**src/rtl/sfla_pkg.sv**
```systemverilog
// ============================================================================
// sfla_pkg
// Shared types and codes for the slab free-list allocator: item structs,
// operation and status codes, sequencer states, and arithmetic unit controls.
// ============================================================================
package sfla_pkg;

    // Fixed field widths of the item channels
    localparam int OP_W    = 2;
    localparam int OFF_W   = 12;
    localparam int STAT_W  = 2;
    localparam int COUNT_W = 9;
    localparam int UNITS_W = 8;

    // Allocated count saturates at the top of its field
    localparam logic [COUNT_W-1:0] COUNT_MAX = '1;

    // Size register value after reset, in granules
    localparam logic [UNITS_W-1:0] UNITS_RESET = 8'd4;

    // Operation codes
    localparam logic [OP_W-1:0] OP_ALLOC   = 2'd0;
    localparam logic [OP_W-1:0] OP_FREE    = 2'd1;
    localparam logic [OP_W-1:0] OP_REBUILD = 2'd2;
    localparam logic [OP_W-1:0] OP_NOP     = 2'd3;

    // Status codes
    localparam logic [STAT_W-1:0] ST_OK       = 2'd0;
    localparam logic [STAT_W-1:0] ST_EMPTY    = 2'd1;
    localparam logic [STAT_W-1:0] ST_BAD_FREE = 2'd2;

    // Input item
    typedef struct packed {
        logic [OP_W-1:0]  operation;
        logic [OFF_W-1:0] object_offset;
    } t_sfla_in;

    // Result item
    typedef struct packed {
        logic [STAT_W-1:0]  status;
        logic [OFF_W-1:0]   result_offset;
        logic [COUNT_W-1:0] allocated_count;
        logic [COUNT_W-1:0] free_count;
    } t_sfla_out;

    // Sequencer states
    typedef enum logic [2:0] {
        S_IDLE,
        S_ALLOC,
        S_FREE,
        S_REB_DIV,
        S_REB_FILL,
        S_DONE
    } t_state;

    // Shared arithmetic unit mode
    typedef enum logic [0:0] {
        AU_MUL,
        AU_DIV
    } t_au_mode;

    typedef struct packed {
        logic     start;
        t_au_mode mode;
    } t_au_ctl;

    typedef struct packed {
        logic done;
        logic rem_zero;
    } t_au_sts;

endpackage

```
**src/rtl/sfla_link_ram.sv**
```systemverilog
// ============================================================================
// sfla_link_ram
// Single-port next-link memory, one entry per slot, registered read data.
// ============================================================================
module sfla_link_ram #(
    parameter int DEPTH = 256,
    parameter int AW    = 8,
    parameter int DW    = 9
) (
    input  logic          i_clk,
    input  logic          i_we,
    input  logic          i_re,
    input  logic [AW-1:0] i_addr,
    input  logic [DW-1:0] i_wdata,
    output logic [DW-1:0] o_rdata
);

    logic [DW-1:0] r_mem [DEPTH];

    // Write port
    always_ff @(posedge i_clk) begin
        if (i_we) begin
            r_mem[i_addr] <= i_wdata;
        end
    end

    // Registered read, holds until the next read
    always_ff @(posedge i_clk) begin
        if (i_re) begin
            o_rdata <= r_mem[i_addr];
        end
    end

endmodule

```
**src/rtl/sfla_arith.sv**
```systemverilog
// ============================================================================
// sfla_arith
// Shared shift/add unit: restoring divide one quotient bit per cycle, or
// shift-and-add multiply one multiplier bit per cycle, on a single adder.
// ============================================================================
module sfla_arith #(
    parameter int DVD_W  = 13,
    parameter int SIZE_W = 12,
    parameter int MUL_W  = 8
) (
    input  logic                         i_clk,
    input  logic                         i_rst_n,
    input  sfla_pkg::t_au_ctl            i_ctl,
    input  logic [DVD_W-1:0]             i_opa,   // dividend or multiplier
    input  logic [SIZE_W-1:0]            i_opb,   // divisor or multiplicand
    input  logic [sfla_pkg::OFF_W-1:0]   i_init,  // product start value
    output sfla_pkg::t_au_sts            o_sts,
    output logic [DVD_W-1:0]             o_quot,
    output logic [sfla_pkg::OFF_W-1:0]   o_prod
);

    localparam int RES_W = sfla_pkg::OFF_W;
    localparam int AU_W  = (RES_W > SIZE_W + 1) ? RES_W : SIZE_W + 1;
    localparam int STEPS = (DVD_W > MUL_W) ? DVD_W : MUL_W;
    localparam int CNT_W = $clog2(STEPS + 1);

    logic                r_busy;
    logic                r_done;
    sfla_pkg::t_au_mode  r_mode;
    logic [CNT_W-1:0]    r_cnt;
    logic [DVD_W-1:0]    r_dvd;
    logic [AU_W-1:0]     r_acc;
    logic [AU_W-1:0]     r_opb;

    logic                is_div;
    logic [AU_W-1:0]     shifted;
    logic [AU_W-1:0]     add_a;
    logic [AU_W-1:0]     add_b;
    logic [AU_W:0]       sum;

    // The one adder, shared by both modes
    assign is_div  = (r_mode == sfla_pkg::AU_DIV);
    assign shifted = {r_acc[AU_W-2:0], r_dvd[DVD_W-1]};
    assign add_a   = is_div ? shifted : r_acc;
    assign add_b   = is_div ? ~r_opb : (r_dvd[0] ? r_opb : '0);
    assign sum     = {1'b0, add_a} + {1'b0, add_b} + (AU_W+1)'(is_div);

    // Control
    always_ff @(posedge i_clk) begin
        if (!i_rst_n) begin
            r_busy <= 1'b0;
            r_done <= 1'b0;
            r_cnt  <= '0;
        end else begin
            r_done <= 1'b0;
            if (i_ctl.start) begin
                r_busy <= 1'b1;
                r_cnt  <= (i_ctl.mode == sfla_pkg::AU_DIV) ? CNT_W'(DVD_W) : CNT_W'(MUL_W);
            end else if (r_busy) begin
                r_cnt <= r_cnt - CNT_W'(1);
                if (r_cnt == CNT_W'(1)) begin
                    r_busy <= 1'b0;
                    r_done <= 1'b1;
                end
            end
        end
    end

    // Datapath
    always_ff @(posedge i_clk) begin
        if (i_ctl.start) begin
            r_mode <= i_ctl.mode;
            r_dvd  <= i_opa;
            r_opb  <= AU_W'(i_opb);
            r_acc  <= (i_ctl.mode == sfla_pkg::AU_DIV) ? '0 : AU_W'(i_init);
        end else if (r_busy) begin
            if (is_div) begin
                r_acc <= sum[AU_W] ? sum[AU_W-1:0] : shifted;
                r_dvd <= {r_dvd[DVD_W-2:0], sum[AU_W]};
            end else begin
                r_acc <= sum[AU_W-1:0];
                r_opb <= {r_opb[AU_W-2:0], 1'b0};
                r_dvd <= {1'b0, r_dvd[DVD_W-1:1]};
            end
        end
    end

    assign o_sts.done     = r_done;
    assign o_sts.rem_zero = (r_acc == '0);
    assign o_quot         = r_dvd;
    assign o_prod         = r_acc[RES_W-1:0];

endmodule

```
**src/rtl/slab_free_list_allocator_unit.sv**
```systemverilog
// ============================================================================
// slab_free_list_allocator_unit
// LIFO free list of fixed-size slots in one page, with a link per slot.
// Allocate pops, free pushes after an offset check, rebuild recarves the page.
// ============================================================================
//
//  Channel   Direction  Signals                          Handshake
//  in        input      i_in_item (t_sfla_in)            i_in_valid / o_in_ready
//  out       output     o_out_item (t_sfla_out)          o_out_valid / i_out_ready
//  cfg       input      i_cfg_wdata (object size units)  i_cfg_we, no wait
//
//  Allocate and free use the shared shift/add unit (one bit a cycle);
//  rebuild divides on it as well, then fills links through the one
//  link-memory write port (one slot a cycle).
//  Reset is synchronous, active low; the link memory needs no clearing pass.
//  One item is in work at a time; a finished result waits in the output
//  register and the next item is taken meanwhile, stalling only at its end.
// ============================================================================
module slab_free_list_allocator_unit #(
    parameter int PAGE_BYTES    = 4096,
    parameter int HEADER_BYTES  = 64,
    parameter int GRANULE_BYTES = 16,
    parameter int MAX_SLOTS     = 256
) (
    input  logic                               i_clk,
    input  logic                               i_rst_n,
    input  logic                               i_in_valid,
    output logic                               o_in_ready,
    input  sfla_pkg::t_sfla_in                 i_in_item,
    output logic                               o_out_valid,
    input  logic                               i_out_ready,
    output sfla_pkg::t_sfla_out                o_out_item,
    input  logic                               i_cfg_we,
    input  logic [sfla_pkg::UNITS_W-1:0]       i_cfg_wdata
);

    localparam int OFF_W   = sfla_pkg::OFF_W;
    localparam int COUNT_W = sfla_pkg::COUNT_W;
    localparam int UNITS_W = sfla_pkg::UNITS_W;
    localparam int IDX_W   = (MAX_SLOTS > 1) ? $clog2(MAX_SLOTS) : 1;
    localparam int SLOT_W  = $clog2(MAX_SLOTS + 1);
    localparam int SIZE_W  = $clog2(255 * GRANULE_BYTES + 1);
    localparam int PG_W    = $clog2(PAGE_BYTES + 1);
    localparam int DVD_W   = (PG_W > OFF_W) ? PG_W : OFF_W;
    localparam int CMP_W   = (DVD_W > SLOT_W) ? DVD_W : SLOT_W;
    localparam int CNT_W   = (SLOT_W > COUNT_W) ? SLOT_W : COUNT_W;
    localparam int SPAN    = (PAGE_BYTES > HEADER_BYTES) ? PAGE_BYTES - HEADER_BYTES : 0;
    localparam logic [SLOT_W-1:0] END_MARK = SLOT_W'(MAX_SLOTS);

    // Registers
    sfla_pkg::t_state              r_state, n_state;
    logic [UNITS_W-1:0]            r_cfg_units;
    logic [SIZE_W-1:0]             r_size, n_size;
    logic [SLOT_W-1:0]             r_head, n_head;
    logic [COUNT_W-1:0]            r_alloc, n_alloc;
    logic [SLOT_W-1:0]             r_built, n_built;
    logic [SLOT_W-1:0]             r_idx, n_idx;
    logic [sfla_pkg::STAT_W-1:0]   r_status, n_status;
    logic [OFF_W-1:0]              r_result, n_result;
    logic                          r_out_valid, n_out_valid;
    sfla_pkg::t_sfla_out           r_out_item, n_out_item;

    // Datapath wires
    logic [UNITS_W-1:0]            eff_units;
    logic [SIZE_W-1:0]             new_size;
    logic [DVD_W-1:0]              off_ext;
    logic [DVD_W-1:0]              rel;
    logic                          below_hdr;
    logic [CNT_W-1:0]              free_cnt;
    logic [SLOT_W-1:0]             clip_cnt;

    // Submodule connections
    sfla_pkg::t_au_ctl             au_ctl;
    sfla_pkg::t_au_sts             au_sts;
    logic [DVD_W-1:0]              au_opa;
    logic [SIZE_W-1:0]             au_opb;
    logic [DVD_W-1:0]              au_quot;
    logic [OFF_W-1:0]              au_prod;
    logic                          mem_we, mem_re;
    logic [IDX_W-1:0]              mem_addr;
    logic [SLOT_W-1:0]             mem_wdata, mem_rdata;

    sfla_arith #(
        .DVD_W  (DVD_W),
        .SIZE_W (SIZE_W),
        .MUL_W  (IDX_W)
    ) u_arith (
        .i_clk   (i_clk),
        .i_rst_n (i_rst_n),
        .i_ctl   (au_ctl),
        .i_opa   (au_opa),
        .i_opb   (au_opb),
        .i_init  (OFF_W'(HEADER_BYTES)),
        .o_sts   (au_sts),
        .o_quot  (au_quot),
        .o_prod  (au_prod)
    );

    sfla_link_ram #(
        .DEPTH (MAX_SLOTS),
        .AW    (IDX_W),
        .DW    (SLOT_W)
    ) u_link_ram (
        .i_clk   (i_clk),
        .i_we    (mem_we),
        .i_re    (mem_re),
        .i_addr  (mem_addr),
        .i_wdata (mem_wdata),
        .o_rdata (mem_rdata)
    );

    // Configuration register
    always_ff @(posedge i_clk) begin
        if (!i_rst_n) begin
            r_cfg_units <= sfla_pkg::UNITS_RESET;
        end else if (i_cfg_we) begin
            r_cfg_units <= i_cfg_wdata;
        end
    end

    // Size and offset helpers
    assign eff_units = (r_cfg_units == '0) ? UNITS_W'(1) : r_cfg_units;
    assign new_size  = SIZE_W'(32'(eff_units) * 32'(GRANULE_BYTES));
    assign off_ext   = DVD_W'(i_in_item.object_offset);
    assign below_hdr = (off_ext < DVD_W'(HEADER_BYTES));
    assign rel       = off_ext - DVD_W'(HEADER_BYTES);
    assign clip_cnt  = (CMP_W'(au_quot) > CMP_W'(MAX_SLOTS)) ? END_MARK : SLOT_W'(au_quot);
    assign free_cnt  = (CNT_W'(r_built) > CNT_W'(r_alloc))
                     ? CNT_W'(r_built) - CNT_W'(r_alloc) : '0;

    // Sequencer: next state and datapath controls
    always_comb begin
        n_state     = r_state;
        n_size      = r_size;
        n_head      = r_head;
        n_alloc     = r_alloc;
        n_built     = r_built;
        n_idx       = r_idx;
        n_status    = r_status;
        n_result    = r_result;
        n_out_valid = r_out_valid;
        n_out_item  = r_out_item;
        o_in_ready  = 1'b0;
        au_ctl.start = 1'b0;
        au_ctl.mode  = sfla_pkg::AU_DIV;
        au_opa      = rel;
        au_opb      = r_size;
        mem_we      = 1'b0;
        mem_re      = 1'b0;
        mem_addr    = r_head[IDX_W-1:0];
        mem_wdata   = r_head;

        // Output register drains independently
        if (r_out_valid && i_out_ready) begin
            n_out_valid = 1'b0;
        end

        unique case (r_state)
            sfla_pkg::S_IDLE: begin
                o_in_ready = 1'b1;
                n_status   = sfla_pkg::ST_OK;
                n_result   = '0;
                if (i_in_valid) begin
                    unique case (i_in_item.operation)
                        sfla_pkg::OP_ALLOC: begin
                            if (r_head >= END_MARK) begin
                                n_status = sfla_pkg::ST_EMPTY;
                                n_state  = sfla_pkg::S_DONE;
                            end else begin
                                // Product HEADER + head * size, link read at head
                                au_ctl.start = 1'b1;
                                au_ctl.mode  = sfla_pkg::AU_MUL;
                                au_opa       = DVD_W'(r_head[IDX_W-1:0]);
                                mem_re       = 1'b1;
                                n_state      = sfla_pkg::S_ALLOC;
                            end
                        end
                        sfla_pkg::OP_FREE: begin
                            if (below_hdr) begin
                                n_status = sfla_pkg::ST_BAD_FREE;
                                n_state  = sfla_pkg::S_DONE;
                            end else begin
                                au_ctl.start = 1'b1;
                                n_state      = sfla_pkg::S_FREE;
                            end
                        end
                        sfla_pkg::OP_REBUILD: begin
                            // Slot count = span / new size
                            n_size       = new_size;
                            au_ctl.start = 1'b1;
                            au_opa       = DVD_W'(SPAN);
                            au_opb       = new_size;
                            n_state      = sfla_pkg::S_REB_DIV;
                        end
                        sfla_pkg::OP_NOP: begin
                            n_state = sfla_pkg::S_DONE;
                        end
                        default: begin
                            n_state = sfla_pkg::S_DONE;
                        end
                    endcase
                end
            end

            sfla_pkg::S_ALLOC: begin
                if (au_sts.done) begin
                    n_result = au_prod;
                    n_head   = mem_rdata;
                    if (r_alloc != sfla_pkg::COUNT_MAX) begin
                        n_alloc = r_alloc + COUNT_W'(1);
                    end
                    n_state = sfla_pkg::S_DONE;
                end
            end

            sfla_pkg::S_FREE: begin
                if (au_sts.done) begin
                    if (!au_sts.rem_zero || (CMP_W'(au_quot) >= CMP_W'(r_built))) begin
                        n_status = sfla_pkg::ST_BAD_FREE;
                    end else begin
                        // Push slot: link to old head
                        mem_we    = 1'b1;
                        mem_addr  = au_quot[IDX_W-1:0];
                        mem_wdata = r_head;
                        n_head    = SLOT_W'(au_quot);
                        if (r_alloc != '0) begin
                            n_alloc = r_alloc - COUNT_W'(1);
                        end
                    end
                    n_state = sfla_pkg::S_DONE;
                end
            end

            sfla_pkg::S_REB_DIV: begin
                if (au_sts.done) begin
                    n_built = clip_cnt;
                    n_idx   = '0;
                    n_state = sfla_pkg::S_REB_FILL;
                end
            end

            sfla_pkg::S_REB_FILL: begin
                // One link a cycle, slot i points at slot i-1, slot 0 at the end mark
                if (r_idx == r_built) begin
                    n_head  = (r_built == '0) ? END_MARK : r_built - SLOT_W'(1);
                    n_alloc = '0;
                    n_state = sfla_pkg::S_DONE;
                end else begin
                    mem_we    = 1'b1;
                    mem_addr  = r_idx[IDX_W-1:0];
                    mem_wdata = (r_idx == '0) ? END_MARK : r_idx - SLOT_W'(1);
                    n_idx     = r_idx + SLOT_W'(1);
                end
            end

            sfla_pkg::S_DONE: begin
                if (!r_out_valid || i_out_ready) begin
                    n_out_valid                = 1'b1;
                    n_out_item.status          = r_status;
                    n_out_item.result_offset   = r_result;
                    n_out_item.allocated_count = r_alloc;
                    n_out_item.free_count      = free_cnt[COUNT_W-1:0];
                    n_state                    = sfla_pkg::S_IDLE;
                end
            end

            default: begin
                n_state = sfla_pkg::S_IDLE;
            end
        endcase
    end

    // Control state
    always_ff @(posedge i_clk) begin
        if (!i_rst_n) begin
            r_state     <= sfla_pkg::S_IDLE;
            r_size      <= SIZE_W'(32'(sfla_pkg::UNITS_RESET) * 32'(GRANULE_BYTES));
            r_head      <= END_MARK;
            r_alloc     <= '0;
            r_built     <= '0;
            r_out_valid <= 1'b0;
        end else begin
            r_state     <= n_state;
            r_size      <= n_size;
            r_head      <= n_head;
            r_alloc     <= n_alloc;
            r_built     <= n_built;
            r_out_valid <= n_out_valid;
        end
    end

    // Payload registers
    always_ff @(posedge i_clk) begin
        r_idx      <= n_idx;
        r_status   <= n_status;
        r_result   <= n_result;
        r_out_item <= n_out_item;
    end

    assign o_out_valid = r_out_valid;
    assign o_out_item  = r_out_item;

endmodule
```
**config.mk**
```make
export PLATFORM = sky130hd
export DESIGN_NAME = slab_free_list_allocator_unit
export DESIGN_NICKNAME = d
export VERILOG_FILES = /design/src/rtl/sfla_pkg.sv /design/src/rtl/sfla_link_ram.sv /design/src/rtl/sfla_arith.sv /design/src/rtl/slab_free_list_allocator_unit.sv
export SDC_FILE = /design/constraint.sdc
export NUM_CORES = 2
export LEC_CHECK = 0
export BUFFER_PORTS_ARGS = -buffer_cell sky130_fd_sc_hd__buf_2
export CAP_MARGIN = 20
export CORE_MARGIN = 2
export CORE_UTILIZATION = 35
export DETAILED_ROUTE_END_ITERATION = 12
export PLACE_DENSITY_LB_ADDON = 0.2
export SYNTH_ARGS = -nofsm -noshare
export SYNTH_HDL_FRONTEND = slang
export SYNTH_SLANG_ARGS = --single-unit
```
**constraint.sdc**
```tcl
create_clock -name i_clk -period 32.5 [get_ports i_clk]
set_input_delay 0 -clock i_clk [delete_from_list [all_inputs] [get_ports i_clk]]
set_output_delay 0 -clock i_clk [all_outputs]
set_load 0.005 [all_outputs]
```
* Word level (Yosys, flattened, before mapping)
Memory sizes are Yosys's and may differ from the RTL's. A register that Yosys moved wholly into a read port is not among the register bits.
Cells that the tools add are included.
** Storage, ports and cells
- Memory bits (read-only) :: 0
- Latch bits :: 0
- Output and inout bits :: 34
- Word-level logic and storage cells :: 186
- Bits of input ports :: 27
- Memories :: 1
- Memory bits (writable) :: 2304
- Flip-flop bits (word level) :: 152
** Operators by class
- Div/mod/pow operators :: 0
- Bitwise gates (word level) :: 4
- Equality and inequality tests :: 24
- Shifts and indexed selects :: 0
- Reductions and logical operators :: 29
- Add/subtract/negate cells :: 10
- Magnitude comparators :: 5
- $mul :: 0
- Mux-type cells :: 91
** Memory list
- u_link_ram.r_mem :: words 256, width 9, read ports 1, clocked after Yosys merged registers in 1, write ports 1, line sfla_link_ram.sv:18 : logic [DW-1:0] r_mem [DEPTH];
** Operator list (count)
- two-way mux 13 bit :: 13
- two-way mux 9 bit :: 17
- two-way mux 12 bit :: 7
- one-hot mux 9 bit (3 select lines) :: 2
- two-way mux 8 bit :: 4
- subtractor 9 x 1 -> 9 bit (second input constant) :: 3
- one-hot mux 13 bit (2 select lines) :: 1
- two-way mux 3 bit :: 8
- one-hot mux 12 bit (2 select lines) :: 1
- two-way mux 1 bit :: 20
- adder 9 x 1 -> 9 bit (second input constant) :: 2
- logical NOT 9 bit :: 2
- inequality test 2 bit (second input constant) :: 9
- one-hot mux 9 bit (2 select lines) :: 1
- one-hot mux 8 bit (2 select lines) :: 1
- one-hot mux 3 bit (5 select lines) :: 1
- adder 13 x 13 -> 14 bit :: 1
- adder 14 x 1 -> 14 bit :: 1
- two-way mux 2 bit :: 7
- >= comparator 13 x 9 -> 1 bit :: 1
- > comparator 13 x 9 -> 1 bit (second input constant) :: 1
- logical NOT 13 bit :: 1
- inverter 13 bit :: 1
- subtractor 12 x 7 -> 13 bit (second input constant) :: 1
- other kinds (36) :: 57

* Logic depth before layout (Yosys ltp)
- Word-level depth :: 8
- Mapped depth :: 21
- Depth with buffers taken out :: 18

* Hierarchy
From an unflattened synthesis, not the netlist that was laid out.
** Unflattened totals
- Cells, all modules :: 4890
- Area total of the unflattened synthesis :: 97433.4 µm²
** Modules (own cells, without submodules)
- sfla_link_ram :: seq. area each 69456.6 µm², area each 88107.0 µm², times used 1, cells each 3945
- slab_free_list_allocator_unit :: seq. area each 2672.6 µm², area each 6087.1 µm², times used 1, cells each 633
- sfla_arith :: seq. area each 1311.3 µm², area each 3239.4 µm², times used 1, cells each 312

* Worst setup path before layout
OpenSTA, ideal clock, no wires.
- Path type :: flip-flop to flip-flop
- From :: register r_idx[3]
- To :: memory u_link_ram.r_mem[0][4] (data pin)
- Slack :: 18967 ps
- Period minus slack after synthesis :: 13533 ps
- Buffers on the path :: 2
- Arrival time :: 11346 ps
- Stages on the path, launching flop included :: 8
- Required time :: 30313 ps
- Setup time :: 2187 ps
- Cells stage by stage :: edfxtp_1 buf_2 xor2_1 nor4_4 a31oi_1 buf_2 o41ai_1 o21ai_0
** Between the ends
- Longest elaborated chain between the ends :: 4
- Elaborated cells between the ends (all ways) :: 6
- Classes of those cells :: 1 x add/sub; 1 x eq/ne; 3 x mux; 1 x reduce/logical
** Ends and longest elaborated chain
- start: declaration :: line slab_free_list_allocator_unit.sv:57 : logic [SLOT_W-1:0] r_idx, n_idx;
- start signal: assignment :: line slab_free_list_allocator_unit.sv:294 : r_idx <= n_idx;
- subtractor 9 x 1 -> 9 bit or logical NOT 9 bit (tied branches) :: line slab_free_list_allocator_unit.sv:251 : mem_wdata = (r_idx == '0) ? END_MARK : r_idx - SLOT_W'(1);
- two-way mux 9 bit :: line slab_free_list_allocator_unit.sv:251
- two-way mux 9 bit * :: line slab_free_list_allocator_unit.sv:244 : if (r_idx == r_built) begin
- two-way mux 9 bit *
- named net mem_wdata[4] :: line slab_free_list_allocator_unit.sv:81 : logic [SLOT_W-1:0] mem_wdata, mem_rdata;
- end: declaration :: line sfla_link_ram.sv:18
The timed path passes the listed nets; every way through them passes the cells marked *.

* Final worst setup path
- From :: register r_built[2]
- To :: register u_link_ram.o_rdata[7], read port of u_link_ram.r_mem (data pin)
** Between the ends
- Longest elaborated chain between the ends :: 5
- Elaborated cells between the ends (all ways) :: 7
- Classes of those cells :: 1 x order compare; 1 x eq/ne; 4 x mux; 1 x reduce/logical
** Ends and longest elaborated chain
- start: declaration :: line slab_free_list_allocator_unit.sv:56 : logic [SLOT_W-1:0] r_built, n_built;
- start signal: assignment :: line slab_free_list_allocator_unit.sv:287 : r_built <= n_built;
- >= comparator 13 x 9 -> 1 bit :: line slab_free_list_allocator_unit.sv:218 : if (!au_sts.rem_zero || (CMP_W'(au_quot) >= CMP_W'(r_built))) begin
- logical OR 1 bit :: line slab_free_list_allocator_unit.sv:218
- two-way mux 8 bit :: line slab_free_list_allocator_unit.sv:218
- two-way mux 8 bit :: line slab_free_list_allocator_unit.sv:217 : if (au_sts.done) begin
- one-hot mux 8 bit (2 select lines) * :: line slab_free_list_allocator_unit.sv:158 : unique case (r_state)
- end: declaration :: line sfla_link_ram.sv:15 : output logic [DW-1:0] o_rdata
Mark *: on every way between the ends. The rest lies on a longest branch, timed or not.
A chain may end at the register's enable or synchronous reset.

==> run_results.csv <==
group,metric,value,unit
floorplanning,std_cell_rows,196,
yosys,synth_area,99900,um^2
critical_path,path_buf_inv,5,
routing,via_per_inst,5.43,
sta,setup_violations,0,
clock_network,cts_tree,"built",
critical_path,reg2reg_depth,17,
cells_and_area,layout_common_cells,"edfxtp_1 (2,407), nand2_1 (1,716), nand3_1 (773)",
yosys,synthArstFlopShare,0,
cells_and_area,layout-drive-gt1-share,0.100,
yosys,synth-seq-cells,2465,
place,port_buffers,60,
routing,detail-route-antenna-nets,0,
job,cap_violations,0,
power,leakage,38.2,nW
sta,tns,0,ns
global_routing,grt_overflow_total,0,
sta,min_period,7.68,ns
floorplanning,die_area,290000,um^2
floorplanning,io_pins,61,
routing,drcViolationCount,0,
cells_and_area,final-seq-area,73400,um^2
clock_network,cts_inserted_buffers,289,
place,routabilityCongestion,0.880,
worst_hold_path,hold_end,"u_arith.o_quot[0]",
sta,slew_viol_final,0,
floorplanning,dieHeight,538,um
clock_network,post_cts_resized,0,
critical_path,crit_fanout,138,
clock_network,clock_latency,0.95,ns
cells_and_area,final_common_cell,"edfxtp_1",
place,dp_hpwl,172,mm
yosys,yosys_warnings,0,
sta,fmax,130,MHz
clock_network,cts_sinks,2465,
cells_and_area,fin_cells,11400,
floorplanning,initial_core_util,0.351,
floorplanning,fp.dieW,538,um
cells_and_area,fin_util,0.401,
floorplanning,core-area,285000,um^2
routing,drtIter0Drc,6861,
yosys,yosysUniqueCellTypes,85,
critical_path,r2r-start,"r_built[2]",
sta,rsz0062_at_grt,"false",
power,ir_drop,0.0506,mV
cells_and_area,post-route-cell-area,114000,um^2
outcome,status,"finished, final reports clean",
global_routing,grtUsageMet1,0.279,
yosys,postSynthCellCount,7317,
critical_path,rr_endpoint,"u_link_ram.o_rdata[7]",
yosys,synth_seq_area_share,0.735,
worst_hold_path,hp-class,"input port to register",
worst_hold_path,worstHoldStart,"i_in_item[0]",
power,power.density,74.4,nW/um^2
critical_path,crit_required,33.14,ns
yosys,syn_nets,7391,
routing,num_vias,61800,
yosys,synth_edf_count,2407,
power,power,8.48,mW
global_routing,grt_pass1_wl,428,mm
global_routing,gr-max-usage-layer,"met2",
sta,relSlewSlack,0.166,
global_routing,grt_usage,0.198,
worst_hold_path,hold-path-cell-count,5,
critical_path,path_delay_family,"buffers and inverters",
critical_path,critPathCaptureType,"register",
critical_path,reg2reg_slack,24.82,ns
routing,first_pass_iters,7,
critical_path,worstSetupStartpointType,"register",
critical_path,crit_slowest_cell,"nor3_1",
clock_network,clk_pin_slew,0.06,ns
clock_network,clock_path_buffers,4,
critical_path,critPathKind,"register to register",
clock_network,ctsHtreeMaxLevel,5,
routing,routedWlPerCell,25.9,um
sta,hold_viol_final,0,
clock_network,cts-root-buf,"clkbuf_16",
global_routing,grt_max_degree,197,
sta,period_share,0.236,
cells_and_area,area_growth,14.2,%
sta,worstMarginPinSlew,1.25,ns
yosys,synth-main-ff-cell,"edfxtp_1",
global_routing,antenna_found_initial,15,
cells_and_area,multiInputGateArea,24600,um^2
cells_and_area,fillerInstances,26300,
global_routing,grt_util_met2,0.321,
critical_path,crit_arrival,8.32,ns
routing,drt-total-wl,295,mm
yosys,avgSynthCellArea,13.7,um^2
critical_path,cpPeakStageDelay,0.82,ns
sta,skew,0.0578,ns
global_routing,met3_usage,0.0265,
global_routing,grt_pass1_vias,59800,
place,dpl_cell_area,104000,um^2
cells_and_area,nNetsFinal,7483,
place,placed_cells,10800,
critical_path,path_cells,"inv_1, ha_1, nand4_1, o21ai_1, a211oi_4, nand4_1, nand4_4, buf_4, buf_4, buf_4, buf_12, mux4_2, a22oi_1, nand4_1, nor3_1, o21ai_0, or4_1",
==> final cells by class <==
class | instances | share of cell area
Multi-Input combinational cell | 4330 | 0.216
Clock buffer | 350 | 0.0667
Antenna cell | 7 | 0.000154
Inverter | 62 | 0.00204
Sequential cell | 2465 | 0.644
Tap cell | 3762 | 0.0413
Clock inverter | 135 | 0.0110
Timing Repair Buffer | 261 | 0.0195
==> registers in the layout, summed over array words and instances, names as in the netlist <==
| signal | flops |
|---|---|
| u_link_ram.r_mem | 2304 |
| o_out_item | 32 |
| u_arith.o_quot | 13 |
| u_arith.r_acc | 13 |
| u_arith.r_opb | 13 |
| r_result | 12 |
| r_size | 12 |
| r_alloc | 9 |
| r_built | 9 |
| r_head | 9 |
| r_idx | 9 |
| u_link_ram.o_rdata | 9 |
| r_cfg_units | 8 |
| u_arith.r_cnt | 4 |
| r_state | 3 |
| r_status | 2 |
| o_out_valid | 1 |
| u_arith.is_div | 1 |
| u_arith.r_busy | 1 |
| u_arith.r_done | 1 |
==> routing by layer <==
metal	up-vias	share of wire	wire length, um
met5	-	0.000027	8
met4	2	0.028	8300
li1	27500	-	-
met3	433	0.062	18400
met2	2229	0.47	140000
met1	31600	0.44	128000
==> worst max path at each step <==
stage	slack, ns	depth (start not counted)	endpoint	from
2_1_floorplan	18.97	7	u_link_ram.r_mem[0][4]	r_idx[3]
3_3_place_gp	24.92	17	u_link_ram.o_rdata[7]	r_built[6]
3_5_place_dp	24.83	13	u_link_ram.o_rdata[7]	r_state[0]
4_1_cts	24.84	13	u_link_ram.o_rdata[7]	r_state[0]
5_1_grt	24.55	17	u_link_ram.o_rdata[7]	r_built[6]
6_report	24.82	17	u_link_ram.o_rdata[7]	r_built[2]
==> tightest hold or removal path, stage by stage <==
cell	delay [ns]
dlygate4sd3_1	0.53
buf_2	0.15
a22o_1	0.13
nand2_1	0.05
o31ai_1	0.06
==> power breakdown <==
group / switching, mW / internal, mW
Combinational: 1.21 / 0.414
Clock: 1.26 / 1.84
Sequential: 0.0285 / 3.74
==> timing repair <==
item,CTS,global route
hold endpoints to repair,109,0
hold buffers,69,0
setup buffers,0,0
==> synth_stat cells (63+ instances only) <==
library cell / number / area share
edfxtp_1: 2407 / 0.72
nand3_1: 778 / 0.039
buf_1: 86 / 0.0032
a32oi_1: 84 / 0.0074
clkbuf_1: 254 / 0.0095
nand4_1: 74 / 0.0046
mux2i_1: 154 / 0.015
o21ai_0: 86 / 0.0043
a31oi_1: 69 / 0.0043
a21oi_1: 122 / 0.0061
and3_1: 107 / 0.0067
mux4_2: 94 / 0.021
nand2_1: 1723 / 0.065
a22oi_1: 63 / 0.0047
nor2_1: 369 / 0.014
buf_2: 97 / 0.0049
==> stage by stage <==
step / hold WS (ns) / setup WS [ns]
2_1_floorplan: 0.129 / 18.97
3_3_place_gp: 0.224 / 24.92
3_5_place_dp: 0.228 / 24.83
4_1_cts: 0.0528 / 24.84
5_1_grt: 0.104 / 24.55
6_report: 0.117 / 24.82
==> cells by family (layout without fill, tap and decap cells) <==
| family | after synthesis | in the layout | share of synthesized area |
|---|---|---|---|
| muxes | 260 | 260 | 0.0380 |
| AOI/OAI and AO/OA | 720 | 720 | 0.0520 |
| adders and majority gates | 47 | 47 | 0.00618 |
| other | 0 | 7 | 0 |
| and+or+nand+nor | 3250 | 3250 | 0.142 |
| DFF | 2465 | 2465 | 0.735 |
| xor gates and xnor gates | 53 | 53 | 0.00464 |
| buffers and inverters | 522 | 808 | 0.0219 |
No activity file was read; power rests on OpenSTA's default activity.
